[config.mk]
export PLATFORM = sky130hd
export DESIGN_NAME = unsigned_to_radix_text_unit
export DESIGN_NICKNAME = d
export VERILOG_FILES = /design/src/hw/rtl/u2rt_pkg.sv /design/src/hw/rtl/u2rt_ram.sv /design/src/hw/rtl/u2rt_front.sv /design/src/hw/rtl/u2rt_back.sv /design/src/hw/rtl/unsigned_to_radix_text_unit.sv
export SDC_FILE = /design/constraint.sdc
export NUM_CORES = 1
export LEC_CHECK = 0
export ABC_AREA = 1
export BUFFER_PORTS_ARGS = -buffer_cell sky130_fd_sc_hd__buf_2
export CAP_MARGIN = 20
export CORE_ASPECT_RATIO = 1.5
export CORE_UTILIZATION = 40
export CTS_CLUSTER_DIAMETER = 120
export CTS_CLUSTER_SIZE = 10
export DETAILED_ROUTE_END_ITERATION = 8
export PLACE_DENSITY = 0.52
export SYNTH_ARGS = -nofsm -noshare
export SYNTH_HDL_FRONTEND = slang
export SYNTH_SLANG_ARGS = --single-unit
[constraint.sdc]
create_clock -name clk_i -period 2.6 [get_ports clk_i]
set_input_delay 0.13 -clock clk_i [delete_from_list [all_inputs] [get_ports clk_i]]
set_output_delay 0.13 -clock clk_i [all_outputs]
set_load 0.01 [all_outputs]
[src/hw/rtl/u2rt_pkg.sv]
// Shared types, constants and the digit-to-ASCII mapping for the
// unsigned-to-radix text unit. No dependencies.
package u2rt_pkg;

  localparam int unsigned VALUE_WIDTH_DEF = 16;
  localparam int unsigned RADIX_W         = 6;
  localparam int unsigned CHAR_W          = 8;

  localparam logic [RADIX_W-1:0] RADIX_RESET = 6'd10;
  localparam logic [RADIX_W-1:0] RADIX_MIN   = 6'd2;
  localparam logic [RADIX_W-1:0] RADIX_MAX   = 6'd36;

  localparam logic [CHAR_W-1:0] CHAR_ZERO  = 8'h30;  // '0'
  localparam logic [CHAR_W-1:0] CHAR_NINE  = 8'h39;  // '9'
  localparam logic [CHAR_W-1:0] CHAR_LOW_A = 8'h61;  // 'a'
  localparam logic [CHAR_W-1:0] CHAR_LOW_Z = 8'h7A;  // 'z'
  localparam logic [CHAR_W-1:0] CHAR_ERR   = 8'h00;

  // Classified job handed from the front end to the conversion engine.
  typedef struct packed {
    logic               bad;
    logic [RADIX_W-1:0] radix;
  } u2rt_job_t;

  // Digits 0..9 map to '0'..'9', 10..35 to 'a'..'z'.
  function automatic logic [CHAR_W-1:0] digit_char(input logic [RADIX_W-1:0] d);
    logic [CHAR_W-1:0] dw;
    dw = {{(CHAR_W-RADIX_W){1'b0}}, d};
    if (d < 6'd10) begin
      digit_char = CHAR_ZERO + dw;
    end else begin
      digit_char = CHAR_LOW_A + dw - 8'd10;
    end
  endfunction

endpackage

[src/hw/rtl/u2rt_ram.sv]
// Generic single-write, single-read RAM with registered read data.
// No dependencies.
module u2rt_ram #(
  parameter int unsigned WIDTH = 6,
  parameter int unsigned DEPTH = 16
) (
  input  logic                     clk_i,
  input  logic                     we_i,
  input  logic [$clog2(DEPTH)-1:0] waddr_i,
  input  logic [WIDTH-1:0]         wdata_i,
  input  logic [$clog2(DEPTH)-1:0] raddr_i,
  output logic [WIDTH-1:0]         rdata_o
);

  logic [WIDTH-1:0] mem_q [DEPTH];
  logic [WIDTH-1:0] rdata_q;

  always_ff @(posedge clk_i) begin
    if (we_i) begin
      mem_q[waddr_i] <= wdata_i;
    end
    rdata_q <= mem_q[raddr_i];
  end

  assign rdata_o = rdata_q;

endmodule

[src/hw/rtl/u2rt_front.sv]
// Front end: accepts input values, flags an out-of-range base and queues
// the classified jobs in a two-entry FIFO. Depends on u2rt_pkg.
module u2rt_front #(
  parameter int unsigned VALUE_WIDTH = u2rt_pkg::VALUE_WIDTH_DEF
) (
  input  logic                                clk_i,
  input  logic                                rst_ni,
  input  logic [u2rt_pkg::RADIX_W-1:0]        radix_i,
  input  logic                                in_valid_i,
  output logic                                in_ready_o,
  input  logic [VALUE_WIDTH-1:0]              in_number_i,
  output logic                                job_valid_o,
  input  logic                                job_ready_i,
  output u2rt_pkg::u2rt_job_t                 job_o,
  output logic [VALUE_WIDTH-1:0]              number_o
);
  import u2rt_pkg::*;

  u2rt_job_t              job_mem_q [2];
  logic [VALUE_WIDTH-1:0] num_mem_q [2];
  logic                   wr_ptr_q, wr_ptr_d;
  logic                   rd_ptr_q, rd_ptr_d;
  logic [1:0]             cnt_q, cnt_d;
  logic                   push, pop;
  u2rt_job_t              job_new;

  assign job_new.bad   = (radix_i < RADIX_MIN) || (radix_i > RADIX_MAX);
  assign job_new.radix = radix_i;

  assign in_ready_o  = (cnt_q != 2'd2);
  assign job_valid_o = (cnt_q != 2'd0);
  assign push        = in_valid_i && in_ready_o;
  assign pop         = job_valid_o && job_ready_i;
  assign job_o       = job_mem_q[rd_ptr_q];
  assign number_o    = num_mem_q[rd_ptr_q];

  always_comb begin
    wr_ptr_d = push ? ~wr_ptr_q : wr_ptr_q;
    rd_ptr_d = pop  ? ~rd_ptr_q : rd_ptr_q;
    cnt_d    = cnt_q + {1'b0, push} - {1'b0, pop};
  end

  always_ff @(posedge clk_i or negedge rst_ni) begin
    if (!rst_ni) begin
      wr_ptr_q <= 1'b0;
      rd_ptr_q <= 1'b0;
      cnt_q    <= 2'd0;
    end else begin
      wr_ptr_q <= wr_ptr_d;
      rd_ptr_q <= rd_ptr_d;
      cnt_q    <= cnt_d;
    end
  end

  always_ff @(posedge clk_i) begin
    if (push) begin
      job_mem_q[wr_ptr_q] <= job_new;
      num_mem_q[wr_ptr_q] <= in_number_i;
    end
  end

endmodule

[src/hw/rtl/u2rt_back.sv]
// Conversion engine: bit-serial division by the base, digit store in RAM,
// then digits emitted most significant first through an output register.
// Depends on u2rt_pkg and u2rt_ram.
module u2rt_back #(
  parameter int unsigned VALUE_WIDTH = u2rt_pkg::VALUE_WIDTH_DEF
) (
  input  logic                         clk_i,
  input  logic                         rst_ni,
  input  logic                         job_valid_i,
  output logic                         job_ready_o,
  input  u2rt_pkg::u2rt_job_t          job_i,
  input  logic [VALUE_WIDTH-1:0]       number_i,
  output logic                         out_valid_o,
  input  logic                         out_ready_i,
  output logic [u2rt_pkg::CHAR_W-1:0]  out_char_o,
  output logic                         out_last_o,
  output logic                         out_bad_o
);
  import u2rt_pkg::*;

  localparam int unsigned IdxW = $clog2(VALUE_WIDTH);

  typedef enum logic [3:0] {
    ST_IDLE = 4'b0001,
    ST_DIV  = 4'b0010,
    ST_READ = 4'b0100,
    ST_EMIT = 4'b1000
  } state_e;

  state_e                state_q, state_d;
  logic [VALUE_WIDTH-1:0] dvd_q, dvd_d;
  logic [RADIX_W-1:0]    rem_q, rem_d;
  logic [RADIX_W-1:0]    radix_q, radix_d;
  logic [IdxW-1:0]       bit_q, bit_d;
  logic [IdxW-1:0]       wr_idx_q, wr_idx_d;
  logic [IdxW-1:0]       rd_idx_q, rd_idx_d;
  logic                  bad_q, bad_d;
  logic                  out_valid_q, out_valid_d;
  logic [CHAR_W-1:0]     out_char_q, out_char_d;
  logic                  out_last_q, out_last_d;
  logic                  out_bad_q, out_bad_d;

  logic [RADIX_W:0]       trial, diff;
  logic                   ge;
  logic [RADIX_W-1:0]     rem_nxt;
  logic [VALUE_WIDTH-1:0] dvd_nxt;
  logic                   last_bit;
  logic                   ram_we;
  logic [RADIX_W-1:0]     ram_rdata;
  logic                   out_free;

  // One restoring-division step per cycle: quotient bits shift in at the bottom.
  assign trial    = {rem_q, dvd_q[VALUE_WIDTH-1]};
  assign ge       = trial >= {1'b0, radix_q};
  assign diff     = trial - {1'b0, radix_q};
  assign rem_nxt  = ge ? diff[RADIX_W-1:0] : trial[RADIX_W-1:0];
  assign dvd_nxt  = {dvd_q[VALUE_WIDTH-2:0], ge};
  assign last_bit = (bit_q == IdxW'(VALUE_WIDTH - 1));
  assign ram_we   = (state_q == ST_DIV) && last_bit;
  assign out_free = !out_valid_q || out_ready_i;

  assign job_ready_o = (state_q == ST_IDLE);

  u2rt_ram #(
    .WIDTH (RADIX_W),
    .DEPTH (VALUE_WIDTH)
  ) u_digit_ram (
    .clk_i   (clk_i),
    .we_i    (ram_we),
    .waddr_i (wr_idx_q),
    .wdata_i (rem_nxt),
    .raddr_i (rd_idx_q),
    .rdata_o (ram_rdata)
  );

  always_comb begin
    state_d     = state_q;
    dvd_d       = dvd_q;
    rem_d       = rem_q;
    radix_d     = radix_q;
    bit_d       = bit_q;
    wr_idx_d    = wr_idx_q;
    rd_idx_d    = rd_idx_q;
    bad_d       = bad_q;
    out_valid_d = out_ready_i ? 1'b0 : out_valid_q;
    out_char_d  = out_char_q;
    out_last_d  = out_last_q;
    out_bad_d   = out_bad_q;

    unique case (state_q)
      ST_IDLE: begin
        if (job_valid_i) begin
          bad_d    = job_i.bad;
          radix_d  = job_i.radix;
          dvd_d    = number_i;
          rem_d    = '0;
          bit_d    = '0;
          wr_idx_d = '0;
          rd_idx_d = '0;
          state_d  = job_i.bad ? ST_EMIT : ST_DIV;
        end
      end
      ST_DIV: begin
        rem_d = rem_nxt;
        dvd_d = dvd_nxt;
        bit_d = bit_q + 1'b1;
        if (last_bit) begin
          bit_d = '0;
          rem_d = '0;
          if (dvd_nxt == '0) begin
            rd_idx_d = wr_idx_q;
            state_d  = ST_READ;
          end else begin
            wr_idx_d = wr_idx_q + 1'b1;
          end
        end
      end
      ST_READ: begin
        // wait for the registered read data
        state_d = ST_EMIT;
      end
      ST_EMIT: begin
        if (out_free) begin
          out_valid_d = 1'b1;
          out_char_d  = bad_q ? CHAR_ERR : digit_char(ram_rdata);
          out_last_d  = bad_q || (rd_idx_q == '0);
          out_bad_d   = bad_q;
          if (bad_q || (rd_idx_q == '0)) begin
            state_d = ST_IDLE;
          end else begin
            rd_idx_d = rd_idx_q - 1'b1;
            state_d  = ST_READ;
          end
        end
      end
      default: state_d = ST_IDLE;
    endcase
  end

  always_ff @(posedge clk_i or negedge rst_ni) begin
    if (!rst_ni) begin
      state_q     <= ST_IDLE;
      out_valid_q <= 1'b0;
    end else begin
      state_q     <= state_d;
      out_valid_q <= out_valid_d;
    end
  end

  always_ff @(posedge clk_i) begin
    dvd_q      <= dvd_d;
    rem_q      <= rem_d;
    radix_q    <= radix_d;
    bit_q      <= bit_d;
    wr_idx_q   <= wr_idx_d;
    rd_idx_q   <= rd_idx_d;
    bad_q      <= bad_d;
    out_char_q <= out_char_d;
    out_last_q <= out_last_d;
    out_bad_q  <= out_bad_d;
  end

  assign out_valid_o = out_valid_q;
  assign out_char_o  = out_char_q;
  assign out_last_o  = out_last_q;
  assign out_bad_o   = out_bad_q;

endmodule

[src/hw/rtl/unsigned_to_radix_text_unit.sv]
// Unsigned value to ASCII digits in a configurable base (2..36).
// Digits come from repeated bit-serial division by the base, are stored in
//   the digit RAM and are read back through its registered read port per char.
// The front queue holds up to two numbers; the engine starts the next number
//   only once the last character of the current one is in its output register.
// Reset (rst_ni low, async): radix returns to 10, queue and engine go empty.
module unsigned_to_radix_text_unit #(
  parameter int unsigned VALUE_WIDTH = u2rt_pkg::VALUE_WIDTH_DEF
) (
  input  logic                                  clk_i,
  input  logic                                  rst_ni,
  // base register write channel
  input  logic                                  cfg_valid_i,
  output logic                                  cfg_ready_o,
  input  logic [u2rt_pkg::RADIX_W-1:0]          cfg_data_i,      // radix
  // input stream
  input  logic                                  s_axis_tvalid,
  output logic                                  s_axis_tready,
  input  logic [((VALUE_WIDTH+7)/8)*8-1:0]      s_axis_tdata,    // number, zero pad
  // output stream
  output logic                                  m_axis_tvalid,
  input  logic                                  m_axis_tready,
  output logic [u2rt_pkg::CHAR_W-1:0]           m_axis_tdata,    // char_code
  output logic                                  m_axis_tlast,    // last_char
  output logic                                  m_axis_tuser     // bad_radix
);
  import u2rt_pkg::*;

  logic [RADIX_W-1:0]     radix_q, radix_d;
  logic                   job_valid, job_ready;
  u2rt_job_t              job;
  logic [VALUE_WIDTH-1:0] job_number;

  // The base register takes every write; the user must write it only when idle, as the block does not enforce it.
  assign cfg_ready_o = 1'b1;
  assign radix_d     = (cfg_valid_i && cfg_ready_o) ? cfg_data_i : radix_q;

  always_ff @(posedge clk_i or negedge rst_ni) begin
    if (!rst_ni) begin
      radix_q <= RADIX_RESET;
    end else begin
      radix_q <= radix_d;
    end
  end

  // Front end: classify the base and queue the job.
  u2rt_front #(
    .VALUE_WIDTH (VALUE_WIDTH)
  ) u_front (
    .clk_i       (clk_i),
    .rst_ni      (rst_ni),
    .radix_i     (radix_q),
    .in_valid_i  (s_axis_tvalid),
    .in_ready_o  (s_axis_tready),
    .in_number_i (s_axis_tdata[VALUE_WIDTH-1:0]),
    .job_valid_o (job_valid),
    .job_ready_i (job_ready),
    .job_o       (job),
    .number_o    (job_number)
  );

  // Back end: divide, store digits, emit them most significant first.
  u2rt_back #(
    .VALUE_WIDTH (VALUE_WIDTH)
  ) u_back (
    .clk_i       (clk_i),
    .rst_ni      (rst_ni),
    .job_valid_i (job_valid),
    .job_ready_o (job_ready),
    .job_i       (job),
    .number_i    (job_number),
    .out_valid_o (m_axis_tvalid),
    .out_ready_i (m_axis_tready),
    .out_char_o  (m_axis_tdata),
    .out_last_o  (m_axis_tlast),
    .out_bad_o   (m_axis_tuser)
  );

`ifndef ASSERT_OFF
  // An error result is a single zero character that closes the item.
  a_bad_is_single_zero: assert property (@(posedge clk_i) disable iff (!rst_ni)
    m_axis_tvalid && m_axis_tuser |-> m_axis_tlast && (m_axis_tdata == CHAR_ERR))
    else $error("bad-radix result is not a lone zero character");

  // Every regular result is a digit or a lowercase letter.
  a_char_in_range: assert property (@(posedge clk_i) disable iff (!rst_ni)
    m_axis_tvalid && !m_axis_tuser |->
      ((m_axis_tdata >= CHAR_ZERO) && (m_axis_tdata <= CHAR_NINE)) ||
      ((m_axis_tdata >= CHAR_LOW_A) && (m_axis_tdata <= CHAR_LOW_Z)))
    else $error("digit character out of range");

  // A job is handed over only when the engine is free for it.
  a_handoff: assert property (@(posedge clk_i) disable iff (!rst_ni)
    job_valid && job_ready |=> !job_ready)
    else $error("engine took a job without leaving idle");
`endif

endmodule

==> impl_metrics.py, run 1 <==
metrics = {
    "synthesis": {
        "synth_most_common_cell": "edfxtp_1",
        "muxShareOfSynthArea": 0.00491,
        "yosys-top-cells-area": "edfxtp_1, nand2_1, nor2_1",
        "synth-compound-area-share": 0.0861,
        "synth_xor_area_frac": 0.00764,
        "yosysTopAreaCellShare": 0.632,
        "synth-simple-area-share": 0.141,
        "syn_inst": 775,
        "synth_nets": 822,
        "synth_adder_area_share": 0.0281,
        "synth.ff_latch_count": 214,
        "yosysWarnings": 0,
        "yosys-top-cells-count": "edfxtp_1, nand2_1, nor2_1",
        "synth_edf_count": 193,
        "postSynthAreaPerCell_um2": 11.8,
        "synth_ff_type": "edfxtp_1",
        "async_reset_ff_frac": 0.0701,
        "synth_top_family_by_area": "simple AND/OR/NAND/NOR gates",
        "synth-seq-area-share": 0.686,
        "syn_area_um2": 9170,
        "ys_types": 43,
        "synth_top_cell_by_area": "edfxtp_1",
    },
    "timing": {
        "setup_viol": 0,
        "worst_pin_slew_ns": 0.792,
        "tns_ns": 0,
        "finalMaxSlewViolations": 0,
        "holdWs_ns": 0.0493,
        "timing.fmax_mhz": 432,
        "period_share": 0.891,
        "slew-limit-headroom": 0.470,
        "skew_ns": 0.0123,
        "grt_setup_unrepaired": "no",
        "fin_crit_ns": 2.32,
        "hold_viol": 0,
    },
    "power": {
        "p_sw_frac": 0.368,
        "pwr-share-seq": 0.430,
        "p_leak_nw": 4.15,
        "finalPower_mw": 13.8,
        "p_clk_frac": 0.217,
        "internal-power_mw": 8.70,
        "p_sw_mw": 5.06,
        "vdd_drop_max_mv": 0.593,
        "comb_power_share": 0.353,
        "power.density_nw_per_um2": 1280,
    },
    "run_status": {
        "status": "finished with violations",
        "violations": "DRC",
    },
    "critical_path": {
        "path_cells": "ha_1 -> nand2_1 -> nand2_1 -> nand2_1 -> nand2_1 -> nor2_4 -> nand2_2 -> or2_2 -> nand2_1 -> inv_1",
        "slowest_stage": "edfxtp_1",
        "cp_data_required_time_ns": 2.78,
        "critPathArrivalTime_ns": 2.50,
        "crit_path_max_fanout": 16,
        "crit_top_cell": "nand2_1",
        "crit_path_start_kind": "flop",
        "path_class": "reg2reg",
        "critPathMaxStageDelay_ns": 0.42,
        "cp-end-kind": "flop",
    },
    "floorplan": {
        "dieArea_um2": 23600,
        "io_pins": 40,
        "rows": 67,
        "die_height_um": 187,
        "coreArea_um2": 22400,
        "initial_core_util": 0.410,
        "die_w_um": 126,
    },
    "global_route": {
        "grt_max_degree": 62,
        "grt_busiest_layer": "met2",
        "grt.total_usage": 0.163,
        "grt_util_met1": 0.171,
        "grt_pass1_vias": 5888,
        "overflow": 0,
        "use_met3": 0.0243,
        "grt_first_pass_wirelength_um": 30000,
        "met2_usage": 0.313,
        "antenna_found_initial": 0,
    },
    "route": {
        "vias": 5738,
        "routedWlPerCell_um": 16.1,
        "via_per_inst": 4.97,
        "drc_errors": 2,
        "ant_nets": 0,
        "routed_wirelength_um": 18600,
        "drtPass1Iterations": 6,
        "drt-initial-drc-count": 330,
    },
    "final_layout": {
        "fin_nets": 918,
        "final_util": 0.482,
        "nFillCells": 2030,
        "n_antenna_cell": 0,
        "seqCellArea_um2": 6290,
        "drive_above_1_share": 0.157,
        "fin_cells": 1155,
        "area_growth_pct": 17.5,
        "multi_input_area_um2": 2460,
    },
    "placement": {
        "gp_congestion": 0.780,
        "dp_hpwl_um": 12500,
        "port_buffers": 38,
        "placed_cells": 1088,
    },
    "cts": {
        "cts_inserted_buffers": 25,
        "htree_levels": 1,
        "clk_path_buf_depth": 3,
        "cts_setup_buffers": 0,
        "clk_pin_slew_worst_paths_ns": 0.06,
        "clkLatencyLatePin_ns": 0.51,
        "tritoncts": "yes",
        "cts-root-buf": "clkbuf_16",
        "cts_sinks": 214,
    },
    "flow_run": {
        "max-cap-violations": 0,
    },
    "min_path": {
        "worst_hold_path_type": "in2reg",
    },
}
==> layer usage <==
layer | wire [µm] | share of wire
met3 | 527 | 0.028
met2 | 10300 | 0.55
met4 | 638 | 0.034
met5 | 0 | 0
met1 | 7120 | 0.38
==> stage by stage <==
step | cell area (µm²) | setup slack (ns)
after CTS | 10800 | 0.271
final | 10800 | 0.284
after detailed placement | 9780 | 0.302
after global placement | 9780 | 0.379
after floorplan | 9170 | 0.557
after global routing | 10800 | 0.144
==> final timing paths <==
check / start / endpoint / slack, ns / cells past startpoint
min in group asynchronous: rst_ni / radix_q[4] / 0.06 / 2
setup reg to reg: u_back.rem_q[3] / u_back.u_digit_ram.mem_q[10][5] / 0.28 / 10
hold reg to reg: radix_q[2] / u_front.job_mem_q[1][2] / 0.49 / 0
hold / removal: s_axis_tvalid / u_front.cnt_q[0] / 0.05 / 4
max in group asynchronous: rst_ni / radix_q[3] / 2.22 / 2
setup / recovery: u_back.rem_q[3] / u_back.u_digit_ram.mem_q[10][5] / 0.28 / 10
==> worst max-delay path, delay by kind of cell (launching register included) <==
family	cells	cell delay, ns
buffers and inverters	1	0.21
AND/OR/NAND/NOR	8	1.00
flip-flops	1	0.42
adder cells (fa/ha/maj)	1	0.34
==> timing repair <==
action                                 4_1_cts  5_1_grt
resized for setup                            0        0
endpoints found under the hold margin       55        0
hold buffers                                32        0
==> registers in the layout (all words and copies together) (netlist names), 4 cells and up <==
signal,count
u_back.dvd_q,16
u_back.rd_idx_q,4
u_back.wr_idx_q,4
u_front.num_mem_q,32
u_back.radix_q,6
u_back.u_digit_ram.mem_q,96
u_back.out_char_o,8
u_back.state_q,4
u_back.bit_q,4
u_front.job_mem_q,14
radix_q,6
u_back.u_digit_ram.rdata_o,6
u_back.rem_q,6
==> power groups by stage <==
stage                     Sequential (mW)  Combinational, mW  Clock [mW]
after global placement               5.97               4.74           0
final                                5.92               4.86        2.98
after global routing                 6.00               5.53        3.18
after detailed placement             5.99               4.92           0
after CTS                            5.93               4.99        3.08
after floorplan                      5.84               3.50           0
==> kinds of logic after synthesis <==
family                     count (synthesis)
AOI/OAI and AO/OA                        128
xor gates and xnor gates                   8
adders and majority gates                 20
buffers and inverters                     99
DFF                                      214
muxes                                      4
other                                      1
and+or+nand+nor                          301
==> layout by cell type, fill, tap and decap left out, types with 8 or more instances in the layout <==
cell	instances
a21oi_1	12
a31oi_1	17
buf_2	38
buf_4	28
clkbuf_1	8
clkbuf_16	25
dfrtp_1	12
dlygate4sd3_1	32
edfxtp_1	193
ha_1	19
inv_1	64
nand2_1	136
nand3_1	19
nor2_1	115
o211ai_1	25
o21ai_0	47
o22ai_1	8
==> final cells by class <==
class                           instances  share of cell area
Clock buffer                           33              0.0608
Clock inverter                          2             0.00163
Inverter                               69              0.0240
Multi-Input combinational cell        462               0.229
Sequential cell                       214               0.584
Tap cell                              276              0.0320
Timing Repair Buffer                   99              0.0687
Note: power is estimated with default switching activity, not from simulation.
==> inputs of run 2 (changes only) <==
--- a/config.mk
+++ b/config.mk
@@ -13,7 +13,7 @@
 export CTS_CLUSTER_DIAMETER = 120
 export CTS_CLUSTER_SIZE = 10
 export DETAILED_ROUTE_END_ITERATION = 8
-export PLACE_DENSITY = 0.52
+export PLACE_DENSITY = 0.58
 export SYNTH_ARGS = -nofsm -noshare
 export SYNTH_HDL_FRONTEND = slang
 export SYNTH_SLANG_ARGS = --single-unit
==> run 2 against run 1 <==
The run still ends with DRC left; clock power is 1% lower; critical path depth stayed put; global-route usage is 0.46 points lower; sequential cell count stayed put; combinational power hardly changed; largest power group unchanged.
==> impl_metrics.py, run 2 (synthesis gave the netlist of run 1 again) <==
metrics = {
    "run_status": {
        "status": "finished with violations",
        "violations": "DRC",
    },
    "cts": {
        "clk_path_buf_depth": 3,
        "cts_inserted_buffers": 25,
        "clkLatencyLatePin_ns": 0.51,
        "cts-root-buf": "clkbuf_16",
        "htree_levels": 1,
        "clk_pin_slew_worst_paths_ns": 0.06,
        "cts_sinks": 214,
        "cts_resized": 0,
        "tritoncts": "yes",
    },
    "power": {
        "power.density_nw_per_um2": 1280,
        "p_clk_frac": 0.215,
        "p_sw_frac": 0.366,
        "internal-power_mw": 8.67,
        "p_leak_nw": 4.11,
        "vdd_drop_max_mv": 0.722,
        "finalPower_mw": 13.7,
        "pwr-share-seq": 0.431,
        "comb_power_share": 0.354,
        "p_sw_mw": 5.00,
    },
    "floorplan": {
        "dieArea_um2": 23600,
        "die_height_um": 187,
        "rows": 67,
        "coreArea_um2": 22400,
        "io_pins": 40,
        "die_w_um": 126,
        "initial_core_util": 0.410,
    },
    "placement": {
        "placed_cells": 1083,
        "port_buffers": 38,
        "gp_congestion": 0.826,
        "placed_cell_area_um2": 9750,
        "detailedPlace.worstSlack_ns": 0.343,
        "dp_hpwl_um": 11900,
    },
    "timing": {
        "period_share": 0.870,
        "timing.fmax_mhz": 442,
        "setup_ws_ns": 0.337,
        "fin_crit_ns": 2.26,
        "grt_setup_unrepaired": "no",
        "finalMaxSlewViolations": 0,
        "skew_ns": 0.0134,
        "setup_viol": 0,
        "hold_viol": 0,
        "slew-limit-headroom": 0.460,
        "worst_pin_slew_ns": 0.807,
        "tns_ns": 0,
    },
    "final_layout": {
        "area_growth_pct": 16.8,
        "largest_reg_flops": 96,
        "top_register": "u_back.u_digit_ram.mem_q",
        "n_antenna_cell": 0,
        "layout_commonest_cell": "edfxtp_1",
        "largest_registers": "u_back.u_digit_ram.mem_q: 96 flops, u_front.num_mem_q: 32 flops, u_back.dvd_q: 16 flops",
        "fin_nets": 911,
        "final_cell_mix": "edfxtp_1, nand2_1, nor2_1, inv_1, o21ai_0",
        "fin_cells": 1148,
        "fin_area_um2": 10700,
        "nFillCells": 1995,
        "drive_above_1_share": 0.151,
    },
    "global_route": {
        "grt_first_pass_wirelength_um": 29000,
        "overflow": 0,
        "grt_max_degree": 62,
        "antenna_found_initial": 0,
        "grt_pass1_vias": 5820,
        "grt.total_usage": 0.158,
    },
    "critical_path": {
        "critPathArrivalTime_ns": 2.44,
        "crit_path_start_kind": "flop",
        "path_class": "reg2reg",
        "crit_path_max_fanout": 16,
        "cp-end-kind": "flop",
        "cp_data_required_time_ns": 2.78,
    },
    "route": {
        "ant_nets": 0,
        "drt-initial-drc-count": 296,
        "via_per_inst": 4.94,
        "drtPass1Iterations": 8,
        "routed_wirelength_um": 17900,
        "routedWlPerCell_um": 15.6,
        "vias": 5673,
        "drc_errors": 1,
    },
    "flow_run": {
        "max-cap-violations": 0,
    },
    "min_path": {
        "worst_hold_path_type": "in2reg",
    },
}
==> run 2: cell count changes in the layout (fill, tap and decap cells not counted) <==
cell	previous run	this run
buf_4	28	23
dlygate4sd3_1	32	30
clkbuf_1	8	9
inv_6	1	0
==> run 2: per-layer routing <==
metal / vias up / part of all wire / GRT usage
li1: 2857 / - / -
met1: 2687 / 0.38 / 0.167
met2: 99 / 0.56 / 0.311
met3: 30 / 0.040 / 0.0237
met4: 0 / 0.022 / 0.0582
met5: - / 0 / 0
==> run 2: stage by stage <==
step           utilization  hold WS [ns]
3_3_place_gp         0.435        0.0623
5_1_grt              0.479        0.0221
6_report             0.479       0.00626
3_5_place_dp         0.435        0.0658
4_1_cts              0.479       0.00335
2_1_floorplan            -        -0.166
==> run 2: final timing paths <==
path                                  from                        endpoint  slack (ns)  cells past startpoint
setup / recovery           u_back.rem_q[3]  u_back.u_digit_ram.mem_q[0][5]        0.34                     10
hold reg to reg                 radix_q[2]         u_front.job_mem_q[0][2]        0.50                      0
hold / removal                 cfg_valid_i                      radix_q[4]       0.006                      2
min in group asynchronous           rst_ni              u_back.out_valid_o        0.07                      2
max in group asynchronous           rst_ni                      radix_q[3]        2.21                      2
setup reg to reg           u_back.rem_q[3]  u_back.u_digit_ram.mem_q[0][5]        0.34                     10
==> run 2: cell type report <==
type,instances,area (µm²),share of cell area
Sequential cell,214,6290,0.587
Multi-Input combinational cell,462,2460,0.230
Inverter,69,259,0.0242
Clock inverter,1,8.76,0.000817
Clock buffer,34,659,0.0615
Timing Repair Buffer,92,683,0.0638
Tap cell,276,345,0.0322
==> run 2: what timing repair did <==
item	CTS	global route
hold endpoints to repair	55	0
buffers inserted	0	0
hold buffers	30	0
==> run 2: critical path, cell delays in order, from the launching register on <==
cell	delay [ns]
edfxtp_1	0.41
ha_1	0.34
nand2_1	0.08
nand2_1	0.06
nand2_1	0.06
nand2_1	0.07
nor2_4	0.12
nand2_2	0.18
or2_2	0.33
nand2_1	0.08
inv_1	0.20
==> run 2: power groups by stage <==
stage	sequential [mW]	combinational, mW	clock, mW
detailed placement	5.97	4.89	0
floorplan	5.84	3.50	0
global route	5.98	5.48	3.16
CTS	5.90	4.94	3.02
global placement	5.95	4.80	0
finish	5.89	4.83	2.94
==> inputs of run 3 (changes only) <==
--- a/config.mk
+++ b/config.mk
@@ -5,10 +5,10 @@
 export SDC_FILE = /design/constraint.sdc
 export NUM_CORES = 1
 export LEC_CHECK = 0
-export ABC_AREA = 1
+export ABC_AREA = 0
 export BUFFER_PORTS_ARGS = -buffer_cell sky130_fd_sc_hd__buf_2
 export CAP_MARGIN = 20
-export CORE_ASPECT_RATIO = 1.5
+export CORE_ASPECT_RATIO = 0.5
 export CORE_UTILIZATION = 40
 export CTS_CLUSTER_DIAMETER = 120
 export CTS_CLUSTER_SIZE = 10
==> run 3 against run 2 <==
The flow now finishes without violations; area after synthesis is 2.2% lower; clock power grew 6%; wire length is 0.78% higher; combinational power down 4%; count of clock-buffer cells in the layout grew 10; critical path depth is 1 lower; sequential cell count unchanged; cell area increased by 0.29%; highest routed layer unchanged.
==> impl_metrics.py, run 3 <==
metrics = {
    "run_status": {
        "status": "finished clean",
    },
    "critical_path": {
        "critPathMaxStageDelay_ns": 0.40,
        "slowest_stage": "fa_1",
        "crit_path_max_fanout": 16,
        "crit_top_cell": "inv_1",
        "path_buf_inv": 3,
        "cp_data_required_time_ns": 2.86,
        "critPathArrivalTime_ns": 2.60,
        "r2r-start": "u_back.dvd_q[15]",
        "crit_path_start_kind": "flop",
        "critPathLaunch": "u_back.dvd_q[15]",
        "reg2reg_setup_slack_ns": 0.26,
        "path_cells": "inv_1 -> ha_1 -> inv_1 -> fa_1 -> a21o_1 -> a21oi_1 -> xnor2_1 -> mux2_1 -> buf_4",
        "path_class": "reg2reg",
        "critPathTopFamily": "adder cells",
        "cp-end-kind": "flop",
    },
    "cts": {
        "clk_pin_slew_worst_paths_ns": 0.06,
        "cts_inserted_buffers": 25,
        "clk_path_buf_depth": 3,
        "cts-root-buf": "clkbuf_16",
        "tritoncts": "yes",
        "clkLatencyLatePin_ns": 0.52,
        "cts_setup_buffers": 0,
        "cts_sinks": 214,
        "htree_levels": 1,
    },
    "timing": {
        "grt_setup_unrepaired": "no",
        "skew_ns": 0.00877,
        "finalMaxSlewViolations": 0,
        "tns_ns": 0,
        "timing.fmax_mhz": 428,
        "holdWs_ns": 0.0507,
        "worst_pin_slew_ns": 0.494,
        "slew-limit-headroom": 0.667,
        "period_share": 0.899,
        "hold_viol": 0,
        "setup_viol": 0,
        "fin_crit_ns": 2.34,
    },
    "min_path": {
        "worst_hold_path_type": "in2async",
    },
    "synthesis": {
        "ys_types": 59,
        "async_reset_ff_frac": 0.0701,
        "yosysWarnings": 0,
        "syn_inst": 585,
        "synth-seq-area-share": 0.701,
        "synth_most_common_cell": "edfxtp_1",
        "synth_nets": 632,
        "syn_area_um2": 8970,
        "synth_edf_count": 193,
        "yosys-top-cells-area": "edfxtp_1, mux2i_1, dfrtp_1",
        "synth.ff_latch_count": 214,
        "synth_top_cell_by_area": "edfxtp_1",
        "postSynthAreaPerCell_um2": 15.3,
        "yosysTopAreaCellShare": 0.646,
        "synth_ff_type": "edfxtp_1",
        "yosys-top-cells-count": "edfxtp_1, nor2_1, mux2i_1",
    },
    "global_route": {
        "grt_first_pass_wirelength_um": 28300,
        "grt_pass1_vias": 5073,
        "grt.total_usage": 0.165,
        "antenna_found_initial": 0,
        "grt_max_degree": 39,
        "overflow": 0,
    },
    "power": {
        "power.density_nw_per_um2": 1280,
        "p_leak_nw": 3.89,
        "vdd_drop_max_mv": 0.589,
        "finalPower_mw": 13.7,
    },
    "final_layout": {
        "fin_nets": 741,
        "fin_cells": 1013,
        "largest_registers": "u_back.u_digit_ram.mem_q: 96 flops, u_front.num_mem_q: 32 flops, u_back.dvd_q: 16 flops",
        "largest_reg_flops": 96,
        "layout_commonest_cell": "edfxtp_1",
        "fin_area_um2": 10700,
        "top_register": "u_back.u_digit_ram.mem_q",
        "area_growth_pct": 19.8,
        "n_antenna_cell": 0,
        "drive_above_1_share": 0.198,
        "final_cell_mix": "edfxtp_1, nor2_1, mux2i_1, buf_4, buf_2",
    },
    "floorplan": {
        "io_pins": 40,
        "die_w_um": 214,
        "die_height_um": 108,
        "dieArea_um2": 23100,
        "coreArea_um2": 21800,
        "rows": 38,
        "initial_core_util": 0.411,
    },
    "placement": {
        "placed_cells": 936,
        "dp_hpwl_um": 11600,
        "gp_congestion": 0.806,
        "placed_cell_area_um2": 9720,
        "port_buffers": 38,
    },
    "route": {
        "routedWlPerCell_um": 17.8,
        "drt-initial-drc-count": 314,
        "vias": 5058,
        "drc_errors": 0,
        "via_per_inst": 4.99,
        "routed_wirelength_um": 18000,
        "drtPass1Iterations": 5,
        "ant_nets": 0,
    },
    "flow_run": {
        "max-cap-violations": 0,
    },
}
==> run 3: timing repair <==
| action | 4_1_cts | 5_1_grt |
|---|---|---|
| hold buffers | 31 | 0 |
| gates resized for setup | 0 | 1 |
| endpoints found under the setup margin | 0 | 6 |
| endpoints found under the hold margin | 56 | 0 |
==> run 3: cell type report <==
class	instances	area, µm²
clock buffer	44	697
clock inverter	2	17.5
fill	1864	11100
inverter	24	90.1
multi-input combinational	320	2460
sequential	214	6290
tap	300	375
timing repair buffer	109	813
==> run 3: layer usage <==
layer / vias to the layer above / global-route usage / share of wire
li1: 2440 / - / -
met2: 88 / 0.267 / 0.47
met4: 0 / 0.0306 / 0.014
met5: - / 0 / 0
met3: 27 / 0.0385 / 0.038
met1: 2503 / 0.228 / 0.48
==> run 3: kinds of logic after synthesis <==
group | share of synthesized area
fa+ha+maj | 0.0287
buf+inv | 0.0250
compound gates | 0.0605
other cells | 0.000418
flops | 0.701
simple gates | 0.0700
mux | 0.0983
xor+xnor | 0.0156
==> run 3: worst paths after layout <==
kind,endpoint,cells past startpoint
setup / recovery,u_back.u_digit_ram.mem_q[0][4],9
setup reg to reg,u_back.u_digit_ram.mem_q[0][4],9
hold / removal,u_back.out_valid_o,2
min in group clk_i,u_front.num_mem_q[1][3],2
hold reg to reg,u_front.job_mem_q[0][0],0
max in group asynchronous,radix_q[3],2
==> run 3: power breakdown <==
group / switching, mW / internal [mW] / total (mW)
combinational: 2.81 / 1.84 / 4.65
sequential: 0.441 / 5.51 / 5.96
clock: 1.31 / 1.81 / 3.12
==> run 3: through the flow <==
step / utilization / setup WS [ns]
after floorplan: - / 0.332
after global routing: 0.492 / 0.128
after detailed placement: 0.445 / 0.186
final: 0.492 / 0.262
after global placement: 0.445 / 0.189
after CTS: 0.492 / 0.161
